[src/rtl/dfrp_pkg.sv]
// Shared types and character constants for the decimal field row parser.
`default_nettype none

package dfrp_pkg;

   localparam logic [7:0] CHAR_NUL   = 8'h00;
   localparam logic [7:0] CHAR_SPACE = 8'h20;
   localparam logic [7:0] CHAR_MINUS = 8'h2D;
   localparam logic [7:0] CHAR_ZERO  = 8'h30;
   localparam logic [7:0] CHAR_NINE  = 8'h39;

   localparam int VALUE_W  = 32;
   localparam int COLUMN_W = 10;

   // Index of the only configuration register.
   localparam logic REG_ALTITUDE_OFFSET = 1'b0;

   typedef enum logic [1:0] {
      PH_IDLE   = 2'd0,
      PH_SIGN   = 2'd1,
      PH_DIGITS = 2'd2,
      PH_SKIP   = 2'd3
   } phase_type;

   typedef struct packed {
      logic signed [VALUE_W-1:0] height_value;
      logic                      value_valid;
      logic [COLUMN_W-1:0]       column_index;
      logic                      row_end;
   } result_type;

endpackage

`default_nettype wire

[src/rtl/dfrp_csr.sv]
// Configuration register block holding the altitude offset.
`default_nettype none

module dfrp_csr (
   input  wire logic                               clock,
   input  wire logic                               reset,
   input  wire logic                               csr_psel,
   input  wire logic                               csr_penable,
   input  wire logic                               csr_pwrite,
   input  wire logic [2:0]                         csr_paddr,
   input  wire logic [31:0]                        csr_pwdata,
   output logic [31:0]                             csr_prdata,
   output logic                                    csr_pready,
   output logic signed [dfrp_pkg::VALUE_W-1:0]     altitude_offset
);
   import dfrp_pkg::*;

   logic signed [VALUE_W-1:0] offset_ff;
   logic signed [VALUE_W-1:0] offset_in;
   logic                      reg_index;

   assign reg_index  = csr_paddr[2];
   assign csr_pready = 1'b1;

   always_comb begin
      offset_in = offset_ff;
      if (csr_psel && csr_penable && csr_pwrite && (reg_index == REG_ALTITUDE_OFFSET)) begin
         offset_in = csr_pwdata;
      end
   end

   always_ff @(posedge clock) begin
      if (reset) begin
         offset_ff <= '0;
      end else begin
         offset_ff <= offset_in;
      end
   end

   always_comb begin
      unique case (reg_index)
         REG_ALTITUDE_OFFSET: csr_prdata = offset_ff;
         default:             csr_prdata = '0;
      endcase
   end

   assign altitude_offset = offset_ff;

endmodule

`default_nettype wire

[src/rtl/dfrp_step.sv]
// Input register, tokenizer state, per-byte step logic and result register.
`default_nettype none

module dfrp_step #(
   parameter int MAX_COLUMNS = 1024
) (
   input  wire logic                               clock,
   input  wire logic                               reset,
   input  wire logic                               req_valid,
   output logic                                    req_stall,
   input  wire logic [7:0]                         req_text_byte,
   input  wire logic signed [dfrp_pkg::VALUE_W-1:0] altitude_offset,
   output logic                                    rsp_valid,
   input  wire logic                               rsp_stall,
   output dfrp_pkg::result_type                    rsp_result
);
   import dfrp_pkg::*;

   localparam int CW = $clog2(MAX_COLUMNS);

   logic                      in_valid_ff, in_valid_in;
   logic [7:0]                in_byte_ff, in_byte_in;
   phase_type                 phase_ff, phase_in;
   logic                      neg_ff, neg_in;
   logic [VALUE_W-1:0]        mag_ff, mag_in;
   logic [CW-1:0]             col_ff, col_in;
   logic                      out_valid_ff, out_valid_in;
   result_type                out_ff, out_in;

   logic                      req_accept;
   logic                      step_fire;
   logic                      res_gen;
   result_type                res_d;
   logic                      is_digit;
   logic [VALUE_W-1:0]        digit_val;
   logic [VALUE_W-1:0]        signed_mag;
   logic [CW:0]               col_next;
   logic [CW-1:0]             col_wrap;

   assign is_digit   = (in_byte_ff >= CHAR_ZERO) && (in_byte_ff <= CHAR_NINE);
   assign digit_val  = VALUE_W'(in_byte_ff - CHAR_ZERO);
   assign signed_mag = neg_ff ? (VALUE_W'(0) - mag_ff) : mag_ff;
   assign col_next   = {1'b0, col_ff} + (CW+1)'(1);
   assign col_wrap   = (col_next >= (CW+1)'(MAX_COLUMNS)) ? '0 : col_next[CW-1:0];

   always_comb begin
      phase_in = phase_ff;
      neg_in   = neg_ff;
      mag_in   = mag_ff;
      col_in   = col_ff;
      res_gen  = 1'b0;
      res_d    = '0;
      unique case (phase_ff) inside
         PH_SIGN, PH_DIGITS: begin
            if (is_digit) begin
               mag_in   = (mag_ff << 3) + (mag_ff << 1) + digit_val;
               phase_in = PH_DIGITS;
            end else begin
               // The token ends here; the offset applies only to a nonzero value.
               res_gen            = 1'b1;
               res_d.value_valid  = 1'b1;
               res_d.height_value = (signed_mag != '0) ? (signed_mag + altitude_offset)
                                                       : signed_mag;
               res_d.column_index = COLUMN_W'(col_ff);
               neg_in             = 1'b0;
               mag_in             = '0;
               col_in             = col_wrap;
               if (in_byte_ff == CHAR_NUL) begin
                  res_d.row_end = 1'b1;
                  phase_in      = PH_IDLE;
                  col_in        = '0;
               end else if (in_byte_ff == CHAR_SPACE) begin
                  phase_in = PH_IDLE;
               end else begin
                  phase_in = PH_SKIP;
               end
            end
         end
         PH_IDLE, PH_SKIP: begin
            if (in_byte_ff == CHAR_NUL) begin
               res_gen            = 1'b1;
               res_d.row_end      = 1'b1;
               res_d.column_index = COLUMN_W'(col_ff);
               phase_in           = PH_IDLE;
               col_in             = '0;
            end else if (phase_ff == PH_SKIP) begin
               if (in_byte_ff == CHAR_SPACE) begin
                  phase_in = PH_IDLE;
               end
            end else if (is_digit) begin
               neg_in   = 1'b0;
               mag_in   = digit_val;
               phase_in = PH_DIGITS;
            end else if (in_byte_ff == CHAR_MINUS) begin
               neg_in   = 1'b1;
               mag_in   = '0;
               phase_in = PH_SIGN;
            end
         end
         default: begin
            phase_in = PH_IDLE;
         end
      endcase
   end

   // A byte that yields nothing may step even while a result waits.
   assign step_fire  = in_valid_ff && (!res_gen || !out_valid_ff || !rsp_stall);
   assign req_stall  = in_valid_ff && !step_fire;
   assign req_accept = req_valid && !req_stall;

   always_comb begin
      in_valid_in = in_valid_ff;
      in_byte_in  = in_byte_ff;
      if (req_accept) begin
         in_valid_in = 1'b1;
         in_byte_in  = req_text_byte;
      end else if (step_fire) begin
         in_valid_in = 1'b0;
      end
   end

   always_comb begin
      out_valid_in = out_valid_ff;
      out_in       = out_ff;
      if (step_fire && res_gen) begin
         out_valid_in = 1'b1;
         out_in       = res_d;
      end else if (out_valid_ff && !rsp_stall) begin
         out_valid_in = 1'b0;
      end
   end

   always_ff @(posedge clock) begin
      if (reset) begin
         in_valid_ff  <= 1'b0;
         out_valid_ff <= 1'b0;
         phase_ff     <= PH_IDLE;
         neg_ff       <= 1'b0;
         mag_ff       <= '0;
         col_ff       <= '0;
      end else begin
         in_valid_ff  <= in_valid_in;
         out_valid_ff <= out_valid_in;
         if (step_fire) begin
            phase_ff <= phase_in;
            neg_ff   <= neg_in;
            mag_ff   <= mag_in;
            col_ff   <= col_in;
         end
      end
   end

   always_ff @(posedge clock) begin
      in_byte_ff <= in_byte_in;
      out_ff     <= out_in;
   end

   assign rsp_valid  = out_valid_ff;
   assign rsp_result = out_ff;

   // A result without a value only ever closes a row and carries zero.
   a_empty_result_is_row_end: assert property (@(posedge clock) disable iff (reset)
      (rsp_valid && !rsp_result.value_valid) |->
         (rsp_result.row_end && (rsp_result.height_value == '0)))
      else $error("result without value is not a plain row end");

   // Closing a row restarts the column count.
   a_row_end_clears_column: assert property (@(posedge clock) disable iff (reset)
      (step_fire && res_gen && res_d.row_end) |=> (col_ff == '0))
      else $error("column counter not cleared after row end");

   // Outside a number the accumulator is empty, and the sign is set only in a token.
   a_idle_state_clean: assert property (@(posedge clock) disable iff (reset)
      (phase_ff != PH_DIGITS) |->
         ((mag_ff == '0) && (neg_ff == 1'b0 || phase_ff == PH_SIGN)))
      else $error("stale token state outside a number");

endmodule

`default_nettype wire

[src/rtl/decimal_field_row_parser.sv]
// Top level of the decimal field row parser: configuration port and tokenizer.
`default_nettype none

// Takes height-map text one byte per cycle and emits one item for each signed
// decimal token (value plus altitude offset when nonzero, with its column) and
// one item for each row end (byte 0) that closes no token. A new byte is taken
// in every cycle while results are being taken; a byte passes an input register
// and the combinational tokenizer step into the result register. Only a byte that
// produces a result waits for a full result register to drain. The altitude
// offset sits at byte address 0 of the configuration port.
module decimal_field_row_parser #(
   parameter int MAX_COLUMNS = 1024
) (
   input  wire logic                               clock,
   input  wire logic                               reset,
   input  wire logic                               req_valid,
   output logic                                    req_stall,
   input  wire logic [7:0]                         req_text_byte,
   output logic                                    rsp_valid,
   input  wire logic                               rsp_stall,
   output logic signed [dfrp_pkg::VALUE_W-1:0]     rsp_height_value,
   output logic                                    rsp_value_valid,
   output logic [dfrp_pkg::COLUMN_W-1:0]           rsp_column_index,
   output logic                                    rsp_row_end,
   input  wire logic                               csr_psel,
   input  wire logic                               csr_penable,
   input  wire logic                               csr_pwrite,
   input  wire logic [2:0]                         csr_paddr,
   input  wire logic [31:0]                        csr_pwdata,
   output logic [31:0]                             csr_prdata,
   output logic                                    csr_pready
);
   import dfrp_pkg::*;

   logic signed [VALUE_W-1:0] altitude_offset;
   result_type                result;

   dfrp_csr u_csr (
      .clock           (clock),
      .reset           (reset),
      .csr_psel        (csr_psel),
      .csr_penable     (csr_penable),
      .csr_pwrite      (csr_pwrite),
      .csr_paddr       (csr_paddr),
      .csr_pwdata      (csr_pwdata),
      .csr_prdata      (csr_prdata),
      .csr_pready      (csr_pready),
      .altitude_offset (altitude_offset)
   );

   dfrp_step #(
      .MAX_COLUMNS (MAX_COLUMNS)
   ) u_step (
      .clock           (clock),
      .reset           (reset),
      .req_valid       (req_valid),
      .req_stall       (req_stall),
      .req_text_byte   (req_text_byte),
      .altitude_offset (altitude_offset),
      .rsp_valid       (rsp_valid),
      .rsp_stall       (rsp_stall),
      .rsp_result      (result)
   );

   assign rsp_height_value = result.height_value;
   assign rsp_value_valid  = result.value_valid;
   assign rsp_column_index = result.column_index;
   assign rsp_row_end      = result.row_end;

endmodule

`default_nettype wire

[config.mk]
export PLATFORM = sky130hd
export DESIGN_NAME = decimal_field_row_parser
export DESIGN_NICKNAME = d
export VERILOG_FILES = /design/src/rtl/dfrp_pkg.sv /design/src/rtl/dfrp_csr.sv /design/src/rtl/dfrp_step.sv /design/src/rtl/decimal_field_row_parser.sv
export SDC_FILE = /design/constraint.sdc
export NUM_CORES = 1
export LEC_CHECK = 0
export ABC_AREA = 1
export BUFFER_PORTS_ARGS = -buffer_cell sky130_fd_sc_hd__buf_2
export CORE_ASPECT_RATIO = 1.1
export CORE_MARGIN = 3
export CORE_UTILIZATION = 54
export CTS_CLUSTER_DIAMETER = 50
export DETAILED_ROUTE_END_ITERATION = 7
export PLACE_DENSITY = 0.78
export SYNTH_ARGS = -nofsm -noshare
export SYNTH_HDL_FRONTEND = slang
export SYNTH_SLANG_ARGS = --single-unit
[constraint.sdc]
create_clock -name clock -period 4.8 [get_ports clock]
set_clock_uncertainty 0.05 [all_clocks]
set_input_delay 0.96 -clock clock [delete_from_list [all_inputs] [get_ports clock]]
set_output_delay 0.96 -clock clock [all_outputs]
set_load 0.03 [all_outputs]
After elaboration in Yosys (flattened, before gate mapping)
Cells that the tools add are included.
{"block": "classes", "n_lt_le_gt_ge": 3, "reduce_logical": 29, "n_addsub": 6, "eq_ne": 12, "bitwise": 2, "n_mux": 39}
{"cell": "32-bit 2-to-1 mux", "n": 8}
{"cell": "32-bit adder", "n": 3}
{"cell": "32-bit case mux with 2 select lines", "n": 1}
{"cell": "10-bit 2-to-1 mux", "n": 4}
{"cell": "32-bit nonzero test", "n": 1}
{"cell": "1-bit by 32-bit subtractor with 32-bit output (first input constant)", "n": 1}
{"cell": "11-bit case mux with 2 select lines", "n": 1}
{"cell": "10-bit case mux with 2 select lines", "n": 1}
{"cell": "8-bit by 6-bit == test with 1-bit output (second input constant)", "n": 2}
{"cell": "2-bit 2-to-1 mux", "n": 8}
{"cell": "12-bit 2-to-1 mux", "n": 1}
{"cell": "10-bit by 1-bit adder with 11-bit output (second input constant)", "n": 1}
{"cell": "11-bit >= comparator (second input constant)", "n": 1}
{"cell": "1-bit 2-to-1 mux", "n": 11}
{"cell": "11-bit 2-to-1 mux", "n": 1}
{"cell": "1-bit logical AND", "n": 9}
{"cell": "8-bit by 6-bit subtractor with 9-bit output (second input constant)", "n": 1}
{"cell": "8-bit by 6-bit >= comparator with 1-bit output (second input constant)", "n": 1}
{"cell": "8-bit by 6-bit <= comparator with 1-bit output (second input constant)", "n": 1}
{"cell": "8-bit logical NOT", "n": 1}
{"cell": "2-bit != test (second input constant)", "n": 3}
{"cell": "6-bit AND reduction", "n": 1}
{"cell": "2-bit nonzero test", "n": 3}
{"cell": "2-bit OR reduction", "n": 3}
{"cell": "other kinds (15)", "n": 23}
{"block": "totals", "word_cells": 103, "out_inout_bits": 79, "input_bits": 50, "regBits": 131}

Logic depth before layout (Yosys ltp)
Gate-level depths: netlist of run 1.
{"block": "depth", "ltp_word": 13, "depth_mapped": 21, "mapped_depth_nobuf": 21}

Cells and area by module
From an unflattened synthesis of run 1, not the netlist that was laid out.
{"block": "unflattened", "hier_cells": 1682, "hier_area_um2": 11332.1}
{"mod": "dfrp_step", "cells_each": 1400, "seq_area_each_um2": 2502.4, "area_per_inst_um2": 9643.0, "instances": 1}
{"mod": "dfrp_csr", "cells_each": 282, "seq_area_each_um2": 640.6, "area_per_inst_um2": 1689.1, "instances": 1}

Worst setup path before layout of run 1
No wires, ideal clock.
{"block": "synth_path", "path_type": "register to register", "startpoint": "register u_step.in_byte_ff[4]", "endpoint": "register u_step.mag_ff[21]", "n_path_buf": 0, "required_ns": 4.628, "period_less_slack_ns": 4.418, "setup_ns": 0.122, "arrival_time_ns": 4.247, "slack_ns": 0.382, "path_stages_with_launch": 15, "path_cell_list": "edfxtp_1 ha_1 nor2_1 fa_1 ha_1 a21o_1 a21oi_1 nand2_1 nand2_1 nand2_1 nand2_1 o21ai_0 or2_2 nand2_1 a21oi_2"}
{"block": "synth_via", "elab_chain_cells": 9, "elab_cells_between_ends": 22, "classes_between": "add/sub: 2; order compare: 2; eq/ne: 3; mux: 8; reduce/logical: 7"}
{"element": "start, declared", "line": "dfrp_step.sv:22", "source": "logic [7:0] in_byte_ff, in_byte_in;"}
{"element": "start signal, assigned", "line": "dfrp_step.sv:154", "source": "in_byte_ff <= in_byte_in;"}
{"element": "branches (longest 9 deep; another with 32-bit adder)"}
{"element": "end signal, assigned", "line": "dfrp_step.sv:147", "source": "mag_ff <= mag_in;"}
{"element": "end, declared", "line": "dfrp_step.sv:25", "source": "logic [VALUE_W-1:0] mag_ff, mag_in;"}
Parallel ways; which one is timed is not known. The select of a mux whose other input is x is not followed.
A chain may end at the register's enable or synchronous reset.

Final worst setup path of run 1
{"block": "layout_path", "startpoint": "register u_step.neg_ff", "endpoint": "register u_step.out_ff, in the netlist u_step.rsp_result[38] (data pin)"}
{"block": "layout_via", "elab_chain_cells": 3, "elab_cells_between_ends": 4, "classes_between": "add/sub: 1; mux: 2; reduce/logical: 1"}
{"element": "start, declared", "line": "dfrp_step.sv:24", "source": "logic neg_ff, neg_in;"}
{"element": "start signal, assigned", "line": "dfrp_step.sv:146", "source": "neg_ff <= neg_in;"}
{"element": "32-bit 2-to-1 mux *", "line": "dfrp_step.sv:42", "source": "assign signed_mag = neg_ff ? (VALUE_W'(0) - mag_ff) : mag_ff;"}
{"element": "32-bit adder / 32-bit nonzero test (equally long branches)", "line": "dfrp_step.sv:62", "source": "res_d.height_value = (signed_mag != '0) ? (signed_mag + altitude_offset)"}
{"element": "32-bit 2-to-1 mux *", "line": "dfrp_step.sv:62"}
{"element": "end signal, assigned", "line": "dfrp_step.sv:155", "source": "out_ff <= out_in;"}
{"element": "end, declared", "line": "dfrp_step.sv:28", "source": "result_type out_ff, out_in;"}
Mark *: on every way between the ends. The rest lies on a longest branch, timed or not.

==> results of run 1 <==
## sequential cells by signal, indices dropped and copies added (netlist names)
signal / cells
u_step.rsp_result: 44
u_csr.altitude_offset: 32
u_step.mag_ff: 32
u_step.col_ff: 10
u_step.in_byte_ff: 8
u_step.phase_ff: 2
u_step.in_valid_ff: 1
u_step.neg_ff: 1
u_step.rsp_valid: 1
## per-layer routing
metal	up-vias	GRT usage, %	share of wire, %
li1	5258	-	-
met1	4750	34.92	44
met2	292	46.28	48
met3	46	3.390	4.8
met4	0	9.460	2.4
met5	-	0	0
## worst max-delay path, cell delays in order (launching register included)
cell     delay, ns
dfxtp_1       0.72
buf_4         0.35
nand2_2       0.12
nand2_2       0.11
nor2_2        0.08
nand2_1       0.07
nand2_1       0.10
ha_1          0.37
nand2_1       0.12
nor2_1        0.15
nand2_1       0.06
o21ai_0       0.61
nand2_1       0.12
nand2_1       0.14
nand2_1       0.07
nand2_1       0.07
xor2_1        0.15
nand3_1       0.09
inv_1         0.08
## worst min path at each step
stage | start | to | slack, ns | cells past startpoint
floorplan | u_step.phase_ff[0] | u_step.phase_ff[0] | 0.39 | 2
global placement | u_step.phase_ff[0] | u_step.phase_ff[0] | 0.41 | 2
detailed placement | u_step.phase_ff[1] | u_step.phase_ff[1] | 0.42 | 2
CTS | u_step.phase_ff[1] | u_step.phase_ff[1] | 0.42 | 2
global route | u_step.phase_ff[1] | u_step.phase_ff[1] | 0.44 | 2
finish | u_step.phase_ff[1] | u_step.phase_ff[1] | 0.42 | 2
## metrics by stage
step	std cells	power, mW
finish	1887	3.353
global route	1887	3.519
CTS	1887	3.357
detailed placement	1855	2.046
global placement	1855	2.027
floorplan	1514	1.867
## power by group through the flow
stage                     sequential [mW]  combinational [mW]  clock [mW]
after floorplan                      1.24               0.625           0
after global routing                 1.24               0.910        1.37
after CTS                            1.23               0.795        1.33
after detailed placement             1.26               0.788           0
after global placement               1.26               0.770           0
final                                1.23               0.802        1.32
## area by class of cell
type	count	area, sq um
Clock buffer	17	425.4
Multi-Input combinational cell	1147	6651
Tap cell	247	309.0
Inverter	200	758.2
Clock inverter	15	170.2
Timing Repair Buffer	130	663.1
Sequential cell	131	3143
Fill cell	1785	7243
## kinds of logic after synthesis
group | count (synthesis) | synth area share, %
DFF | 131 | 29.22
AOI/OAI and AO/OA | 353 | 18.22
buffers and inverters | 236 | 8.958
adders and majority gates | 98 | 13.49
other | 1 | 0.03487
and+or+nand+nor | 650 | 26.41
xor gates and xnor gates | 45 | 3.664
## synthesized netlist by cell type (2+ instances only)
library cell  count
nand2_2          10
o311ai_0          2
a21boi_0          3
o21a_1            8
buf_2             5
inv_2             4
a21oi_2          20
nor2_2            9
clkbuf_1         21
nand2_4           4
nor2_1          176
inv_1           191
nand3b_1          8
nand2_1         293
buf_6             8
ha_1             68
a21oi_1         149
clkinv_1          2
inv_4             3
or2_2             7
o211ai_1          5
nor3_1           14
nor4_1            5
fa_1             30
a31oi_1           3
nand3_2           3
nand4_1          17
dfxtp_1          79
xor2_1           35
edfxtp_1         52
nand3_1          99
a21o_1            6
xnor2_1          10
o21bai_1          4
o22ai_1           6
o21ai_1          14
o21ai_0         129
==> impl_metrics.csv, run 1 <==
group,metric,value,unit
run_status,status,"finished, final reports clean",
clock_network,post_cts_buffers,0,
drt,dr.pass1.iters,5,
clock_network,clk_pin_slew,0.06,ns
pwr,vdd.ir_drop.worst,205.6,uV
global_route,antenna_found_initial,0,
layout,final_nets,1775,
place,portBuffers,125,
drt,drt-initial-drc-count,802,
clock_network,ctsHoldBuffers,0,
layout,layout_commonest_cell,"nand2_1",
drt,vias,10346,
timing,hold_viol_final,0,
synthesis,yosys_register_bits,131,
clock_network,cts_resized,0,
timing,hold_ws,0.4228,ns
synthesis,synthArstFlopShare,0,%
hold_path,min_path_type,"reg2reg",
layout,antennaDiodeCount,0,
setup_path,cp.required,5.05,ns
layout,finish.instance_area,12120,sq um
pwr,p_leak,6.061,nW
synthesis,synth_top_area_share,14.70,%
floorplan,die-area,21650,sq um
floorplan,start_util,55.54,%
drt,wl_per_cell,15.29,um
clock_network,cts_root_buf,"clkbuf_16",
global_route,grt_max_degree,65,
drt,drt-total-wl,28840,um
clock_network,clk_latency,0.43,ns
floorplan,die_y,154.0,um
setup_path,reg2reg_from,"u_step.neg_ff",
synthesis,synth_top_area_cell,"dfxtp_1",
timing,fin_setup_tns,0,ns
setup_path,startpoint,"u_step.neg_ff",
drt,vias_per_cell,5.483,
global_route,grt.overflow.total,0,
synthesis,syn_area_per_cell,7.104,sq um
setup_path,cp_max_fo,18,
pwr,switching_power,1.118,mW
pwr,pwr-share-seq,36.8,%
synthesis,synth-main-ff-cell,"dfxtp_1",
setup_path,cp-start-kind,"flop",
clock_network,htreeDepth,4,
place,routabilityCongestion,0.9464,
timing,layout_setup_ws,1.028,ns
pwr,power_density,276.6,nW/um^2
clock_network,clockBufferDepth,2,
synthesis,ys_top_cells_by_area,"dfxtp_1, edfxtp_1, nand2_1",
floorplan,fp.dieW,140.6,um
pwr,swShare,33.33,%
pwr,combPwrFrac,23.9,%
timing,slew_headroom,37.58,%
synthesis,seq_area_frac_synth,29.22,%
synthesis,syn-instance-count,1514,
place,dpl.hpwl,22710,um
synthesis,synthesis.nets,1662,
synthesis,yosys_warnings,0,
pwr,pwr-share-clk,39.2,%
pwr,intPower,2.235,mW
layout,final_cell_mix,"nand2_1, inv_1, nor2_1",
setup_path,worstPathArrival,4.02,ns
timing,tightest_slew,0.9343,ns
setup_path,reg2reg_depth,18,
setup_path,reg2reg_to,"u_step.rsp_result[38]",
setup_path,worstSetupPathType,"reg2reg",
global_route,grtUsageTotal,26.94,%
synthesis,ys_types,49,
synthesis,synth_enable_flop_cells,52,
layout,layout-drive-gt1-share,14.09,%
global_route,grt_pass1_wl,47920,um
clock_network,clock_sinks,131,
clock_network,cts_tree,"built",
setup_path,end_kind,"flop",
synthesis,netlist_area,10760,sq um
timing,fmax,265.1,MHz
floorplan,coreArea,19360,sq um
timing,setup_viol,0,
timing,rsz0062_at_grt,"false",
layout,syn_to_final_growth,12.69,%
timing,fin_crit,3.772,ns
global_route,grt_pass1_vias,9991,
floorplan,num_rows,53,
drt,drc,0,
clock_network,numCtsBuffers,17,
floorplan,num_io_pins,129,
timing,fin_crit_sh,78.59,%
setup_path,r2r_setup_slack,1.03,ns
timing,maxSlewViolCount,0,
flow_run,cap_violations,0,
setup_path,endpoint,"u_step.rsp_result[38]",
drt,ant_nets,0,
place,place_area,11520,sq um
layout,fin_util,62.59,%
place,place_ws,1.131,ns
No activity file was read; power rests on OpenSTA's default activity.
==> inputs of run 2 (changes only) <==
CORE_UTILIZATION = 60   (was 54)
PLACE_DENSITY = 0.82   (was 0.78)
clock period = 3.6 ns   (was 4.8 ns; I/O delays follow)
==> run 2 against run 1 <==
  * Sequential share of layout area down 0.12 points
  * Worst setup slack worse by 0.76 ns
  * Global-route usage up 2.2 points
  * Highest routed layer unchanged
  * Cell count down 0.42%
  * Largest cell class unchanged
  * Non-clock buffer count up 5
  * Count of clock-buffer cells in the layout unchanged
  * Critical path depth unchanged
  * Worst hold slack worse by 0.017 ns
  * Register-to-register slack worse by 0.76 ns
  * Critical endpoint is now u_step.rsp_result[39]
  * Maximum frequency up 13%
  * Flip-flop and latch count unchanged
==> impl_metrics.csv, run 2 (synthesized netlist as in run 1, its figures left out) <==
group,metric,value,unit
floorplan,fp.dieW,133.7,um
pwr,combPwrFrac,24.8,%
clock_network,numCtsBuffers,17,
pwr,switching_power,1.535,mW
place,place_area,11560,sq um
drt,wl_met1,12250,um
global_route,antenna_found_initial,0,
floorplan,num_io_pins,129,
setup_path,cp-start-kind,"flop",
clock_network,htreeDepth,4,
timing,hold_viol_final,0,
layout,nFillCells,1472,
clock_network,clock_sinks,131,
drt,wl_per_cell,15.17,um
clock_network,clk_pin_slew,0.07,ns
drt,topRoutingLayerUsed,"met4",
drt,vias,10535,
floorplan,coreArea,17330,sq um
timing,fin_crit,3.332,ns
global_route,grt_pass1_vias,10098,
pwr,pwr-share-clk,37.7,%
clock_network,clk_latency,0.43,ns
timing,fin_setup_tns,0,ns
floorplan,start_util,62.06,%
timing,maxSlewViolCount,0,
drt,ant_nets,0,
global_route,grtUsageTotal,29.18,%
clock_network,clockBufferDepth,2,
pwr,swShare,34.90,%
setup_path,worstSetupPathType,"reg2reg",
clock_network,post_cts_buffers,0,
setup_path,end_kind,"flop",
run_status,status,"finished, final reports clean",
pwr,pwr-share-seq,37.4,%
layout,finish.instance_area,12180,sq um
floorplan,die_y,146.4,um
drt,dr.pass1.iters,5,
timing,slew_headroom,46.07,%
drt,drt-initial-drc-count,784,
place,routabilityCongestion,0.9377,
pwr,p_leak,6.073,nW
floorplan,die-area,19570,sq um
layout,layout_commonest_cell,"nand2_1",
timing,fin_crit_sh,92.57,%
timing,setup_viol,0,
drt,dr_wl_met2,13930,um
timing,rsz0062_at_grt,"false",
hold_path,min_path_type,"in2reg",
drt,drt-total-wl,28510,um
layout,antennaDiodeCount,0,
layout,syn_to_final_growth,13.27,%
floorplan,num_rows,50,
place,dpl.hpwl,22240,um
setup_path,cp.required,3.73,ns
place,portBuffers,125,
global_route,grt_pass1_wl,47240,um
pwr,intPower,2.863,mW
setup_path,cp_max_fo,6,
drt,drc,0,
layout,final_nets,1780,
layout,largest_reg_flops,44,
drt,vias_per_cell,5.607,
timing,fmax,300.1,MHz
pwr,power_density,360.9,nW/um^2
layout,layout-drive-gt1-share,15.26,%
setup_path,worstPathArrival,3.46,ns
timing,tightest_slew,0.8080,ns
pwr,vdd.ir_drop.worst,354.7,uV
layout,final_cell_mix,"nand2_1, inv_1, nor2_1",
clock_network,cts_tree,"built",
flow_run,cap_violations,0,
global_route,grt.overflow.total,0,
clock_network,cts_root_buf,"clkbuf_16",
drt,wl_met3,1560,um
global_route,grt_max_degree,65,
==> run 2: cell types whose count changed in the layout (fill, tap and decap cells not counted), sizes merged <==
| cell | delta |
|---|---|
| bufinv | -2 |
| inv | +3 |
| buf | +5 |
| clkinvlp | +1 |
| clkinv | -2 |
==> run 2: cell type report <==
type / count / area (sq um) / share of cell area (%)
multi-input cells: 1147 / 6711 / 55.09
flip-flops and latches: 131 / 3144 / 25.81
inverters: 200 / 758.2 / 6.224
repair buffers: 135 / 713.2 / 5.854
clock buffers: 17 / 425.4 / 3.492
well taps: 234 / 292.8 / 2.403
clock inverters: 15 / 137.6 / 1.130
==> run 2: critical path: stages, from the launching register on <==
cell and delay, ns:
dfxtp_1 0.31, inv_1 0.13, ha_1 0.22, nand3_2 0.17
nand2_4 0.16, nand3b_4 0.11, nor2_4 0.17, nand2_1 0.07
nand2_1 0.11, ha_1 0.28, a21oi_1 0.20, o21ai_0 0.16
a21oi_1 0.24, o21ai_0 0.11, nor2_1 0.09, o21ai_0 0.16
xor2_1 0.19, nand3_1 0.09, inv_1 0.06
==> run 2: what timing repair did <==
item | in CTS | in global routing
endpoints found under the setup margin | 0 | 12
hold buffers | 0 | 0
gates resized for setup | 0 | 24
==> run 2: final timing paths <==
| kind | startpoint | to | slack [ns] | cells past startpoint |
|---|---|---|---|---|
| worst min-delay path | req_text_byte[1] | u_step.in_byte_ff[1] | 0.41 | 1 |
| worst max-delay path | u_step.mag_ff[0] | u_step.rsp_result[39] | 0.27 | 18 |
| worst max register to register | u_step.mag_ff[0] | u_step.rsp_result[39] | 0.27 | 18 |
| worst min register to register | u_step.phase_ff[0] | u_step.phase_ff[0] | 0.42 | 2 |
==> run 2: metal layers <==
| layer | track usage (%) | up-vias |
|---|---|---|
| li1 | - | 5263 |
| met1 | 37.11 | 4840 |
| met5 | 0 | - |
| met3 | 3.584 | 60 |
| met2 | 50.89 | 372 |
| met4 | 10.91 | 0 |
==> run 2: per-stage QoR <==
step                      instances  util, %  hold WS (ns)  worst slack (ns)  total power, mW
after floorplan                1514        -        0.3935            0.1711            2.492
after global placement         1847    66.73        0.4083            0.2579            2.702
after detailed placement       1847    66.73        0.4113            0.1798            2.728
after CTS                      1879    69.98        0.3970           0.06470            4.384
after global routing           1879    70.30        0.4007          0.001164            4.614
final                          1879    70.30        0.4061            0.2676            4.397
==> run 2: power by group through the flow <==
stage,combinational (mW),clock (mW),sequential [mW]
2_1_floorplan,0.834,0,1.66
4_1_cts,1.07,1.67,1.64
6_report,1.09,1.66,1.65
5_1_grt,1.22,1.74,1.65
3_5_place_dp,1.05,0,1.68
3_3_place_gp,1.03,0,1.67
==> inputs of run 3 (changes only) <==
CTS_BUF_LIST = sky130_fd_sc_hd__clkbuf_2 sky130_fd_sc_hd__clkbuf_4 sky130_fd_sc_hd__clkbuf_8   (was default)
==> run 3 against run 2 <==
  * First-iteration DRC count shrank 7.0%
  * Cell count is the same
  * Die area is the same
  * Clock power shrank 28%
  * Combinational power is essentially flat
  * Flip-flop and latch count is the same
  * Non-clock buffer count is the same
  * Worst setup slack lost 0.022 ns
  * Maximum frequency shrank 0.65%
  * Critical endpoint is now u_step.mag_ff[31]
  * Largest cell class unchanged
  * Highest routed layer unchanged
==> impl_metrics.csv, run 3 (synthesized netlist as in run 1, its figures left out) <==
group,metric,value,unit
floorplan,coreArea,17330,sq um
timing,maxSlewViolCount,0,
setup_path,reg2reg_depth,14,
global_route,grt_pass1_vias,9961,
global_route,grt_util_met3,3.963,%
setup_path,cp.required,3.95,ns
global_route,grtUsageTotal,28.65,%
hold_path,hp-start,"req_text_byte[2]",
timing,slew_headroom,46.65,%
setup_path,reg2reg_to,"u_step.mag_ff[31]",
pwr,p_leak,5.987,nW
global_route,grt_pass1_wl,46460,um
floorplan,die-area,19570,sq um
global_route,grt.overflow.total,0,
drt,ant_nets,0,
setup_path,cp-start-kind,"flop",
layout,final_nets,1780,
setup_path,crit_chain,"ha_2, nor2_4, buf_12, fa_1, ha_1, a21oi_1, o21ai_0, a21oi_1, nor2_1, nor2_1, nand2_1, nand2_1, nand3_1, a21oi_2",
clock_network,htreeDepth,4,
setup_path,worstPathArrival,3.70,ns
timing,fmax,298.1,MHz
global_route,busiest_layer,"met2",
floorplan,num_rows,50,
pwr,vdd.ir_drop.worst,246.4,uV
place,portBuffers,125,
setup_path,reg2reg_from,"u_step.in_byte_ff[5]",
clock_network,cts_tree,"built",
layout,final_cell_mix,"nand2_1, inv_1, nor2_1",
drt,drc,0,
timing,setup_viol,0,
layout,syn_to_final_growth,11.56,%
clock_network,numCtsBuffers,17,
place,place_area,11560,sq um
timing,fin_setup_tns,0,ns
setup_path,worstSetupPathType,"reg2reg",
floorplan,fp.dieW,133.7,um
place,dpl.hpwl,22240,um
clock_network,clockBufferDepth,2,
drt,dr.pass1.iters,5,
setup_path,crit_buf_inv,1,
setup_path,cp_slowest_stage_delay,0.46,ns
layout,antennaDiodeCount,0,
global_route,grt_max_degree,65,
floorplan,die_y,146.4,um
setup_path,r2r_setup_slack,0.25,ns
flow_run,cap_violations,0,
drt,wl_per_cell,14.84,um
clock_network,clk_latency,0.47,ns
clock_network,clk_pin_slew,0.10,ns
clock_network,cts_root_buf,"clkbuf_8",
layout,finish.instance_area,12000,sq um
timing,fin_crit_sh,93.18,%
floorplan,num_io_pins,129,
run_status,status,"finished, final reports clean",
timing,tightest_slew,0.7994,ns
drt,drt-total-wl,27880,um
drt,vias,10423,
floorplan,start_util,62.06,%
layout,largest_reg_flops,44,
global_route,antenna_found_initial,0,
drt,vias_per_cell,5.547,
timing,fin_crit,3.354,ns
timing,hold_viol_final,0,
timing,rsz0062_at_grt,"false",
layout,fin_util,69.24,%
layout,layout_commonest_cell,"nand2_1",
drt,drt-initial-drc-count,729,
clock_network,clock_sinks,131,
layout,layout-drive-gt1-share,15.38,%
pwr,p_total,3.923,mW
clock_network,ctsHoldBuffers,0,
global_route,use_met2,49.77,%
place,routabilityCongestion,0.9377,
setup_path,cp_max_fo,25,
global_route,met1_usage,36.73,%
pwr,power_density,327.0,nW/um^2
setup_path,slowest_stage,"edfxtp_1",
hold_path,holdPathEnd,"u_step.in_byte_ff[2]",
hold_path,min_path_type,"in2reg",
setup_path,path_delay_family,"adder cells",
hold_path,holdPathStages,1,
setup_path,end_kind,"flop",
==> run 3: cell counts in the layout (fill, tap and decap cells not counted) <==
Identical to the previous run, type by type.
==> run 3: how the worst max path moves through the flow <==
stage | start | endpoint | cells after the start
floorplan | u_step.in_byte_ff[4] | u_step.mag_ff[21] | 14
global placement | u_step.neg_ff | u_step.rsp_result[38] | 17
detailed placement | u_step.mag_ff[1] | u_step.rsp_result[38] | 20
CTS | u_step.mag_ff[1] | u_step.rsp_result[38] | 20
global route | u_step.in_byte_ff[6] | u_step.mag_ff[31] | 15
finish | u_step.in_byte_ff[5] | u_step.mag_ff[31] | 14
==> run 3: cell type report <==
type                            count  area (sq um)
Clock buffer                       17         234.0
Multi-Input combinational cell   1147          6719
Timing Repair Buffer              135         713.2
Clock inverter                     15         137.6
Fill cell                        1508          5330
Sequential cell                   131          3144
Tap cell                          234         292.8
Inverter                          200         758.2
==> run 3: routing by layer <==
layer | wire (um) | vias up | part of all wire, %
li1 | - | 5265 | -
met1 | 12260 | 4815 | 44
met2 | 13550 | 291 | 49
met3 | 1407 | 52 | 5.0
met4 | 667 | 0 | 2.4
met5 | 0 | - | 0
==> run 3: stage by stage <==
stage | worst slack, ns | hold WS [ns] | std cells
after floorplan | 0.1711 | 0.3935 | 1514
after global placement | 0.2579 | 0.4083 | 1847
after detailed placement | 0.1798 | 0.4113 | 1847
after CTS | 0.09660 | 0.3415 | 1879
after global routing | 0.003454 | 0.3416 | 1879
final | 0.2456 | 0.3641 | 1879
==> run 3: repair_timing <==
action | 4_1_cts | 5_1_grt
gates resized for setup | 0 | 26
endpoints found under the setup margin | 0 | 15
buffers inserted | 0 | 0
==> run 3: power breakdown <==
group	leakage (nW)	switching (mW)	internal [mW]	total, mW
Combinational	4.59	0.710	0.372	1.08
Sequential	1.21	0.0656	1.58	1.64
Clock	0.187	0.692	0.507	1.20
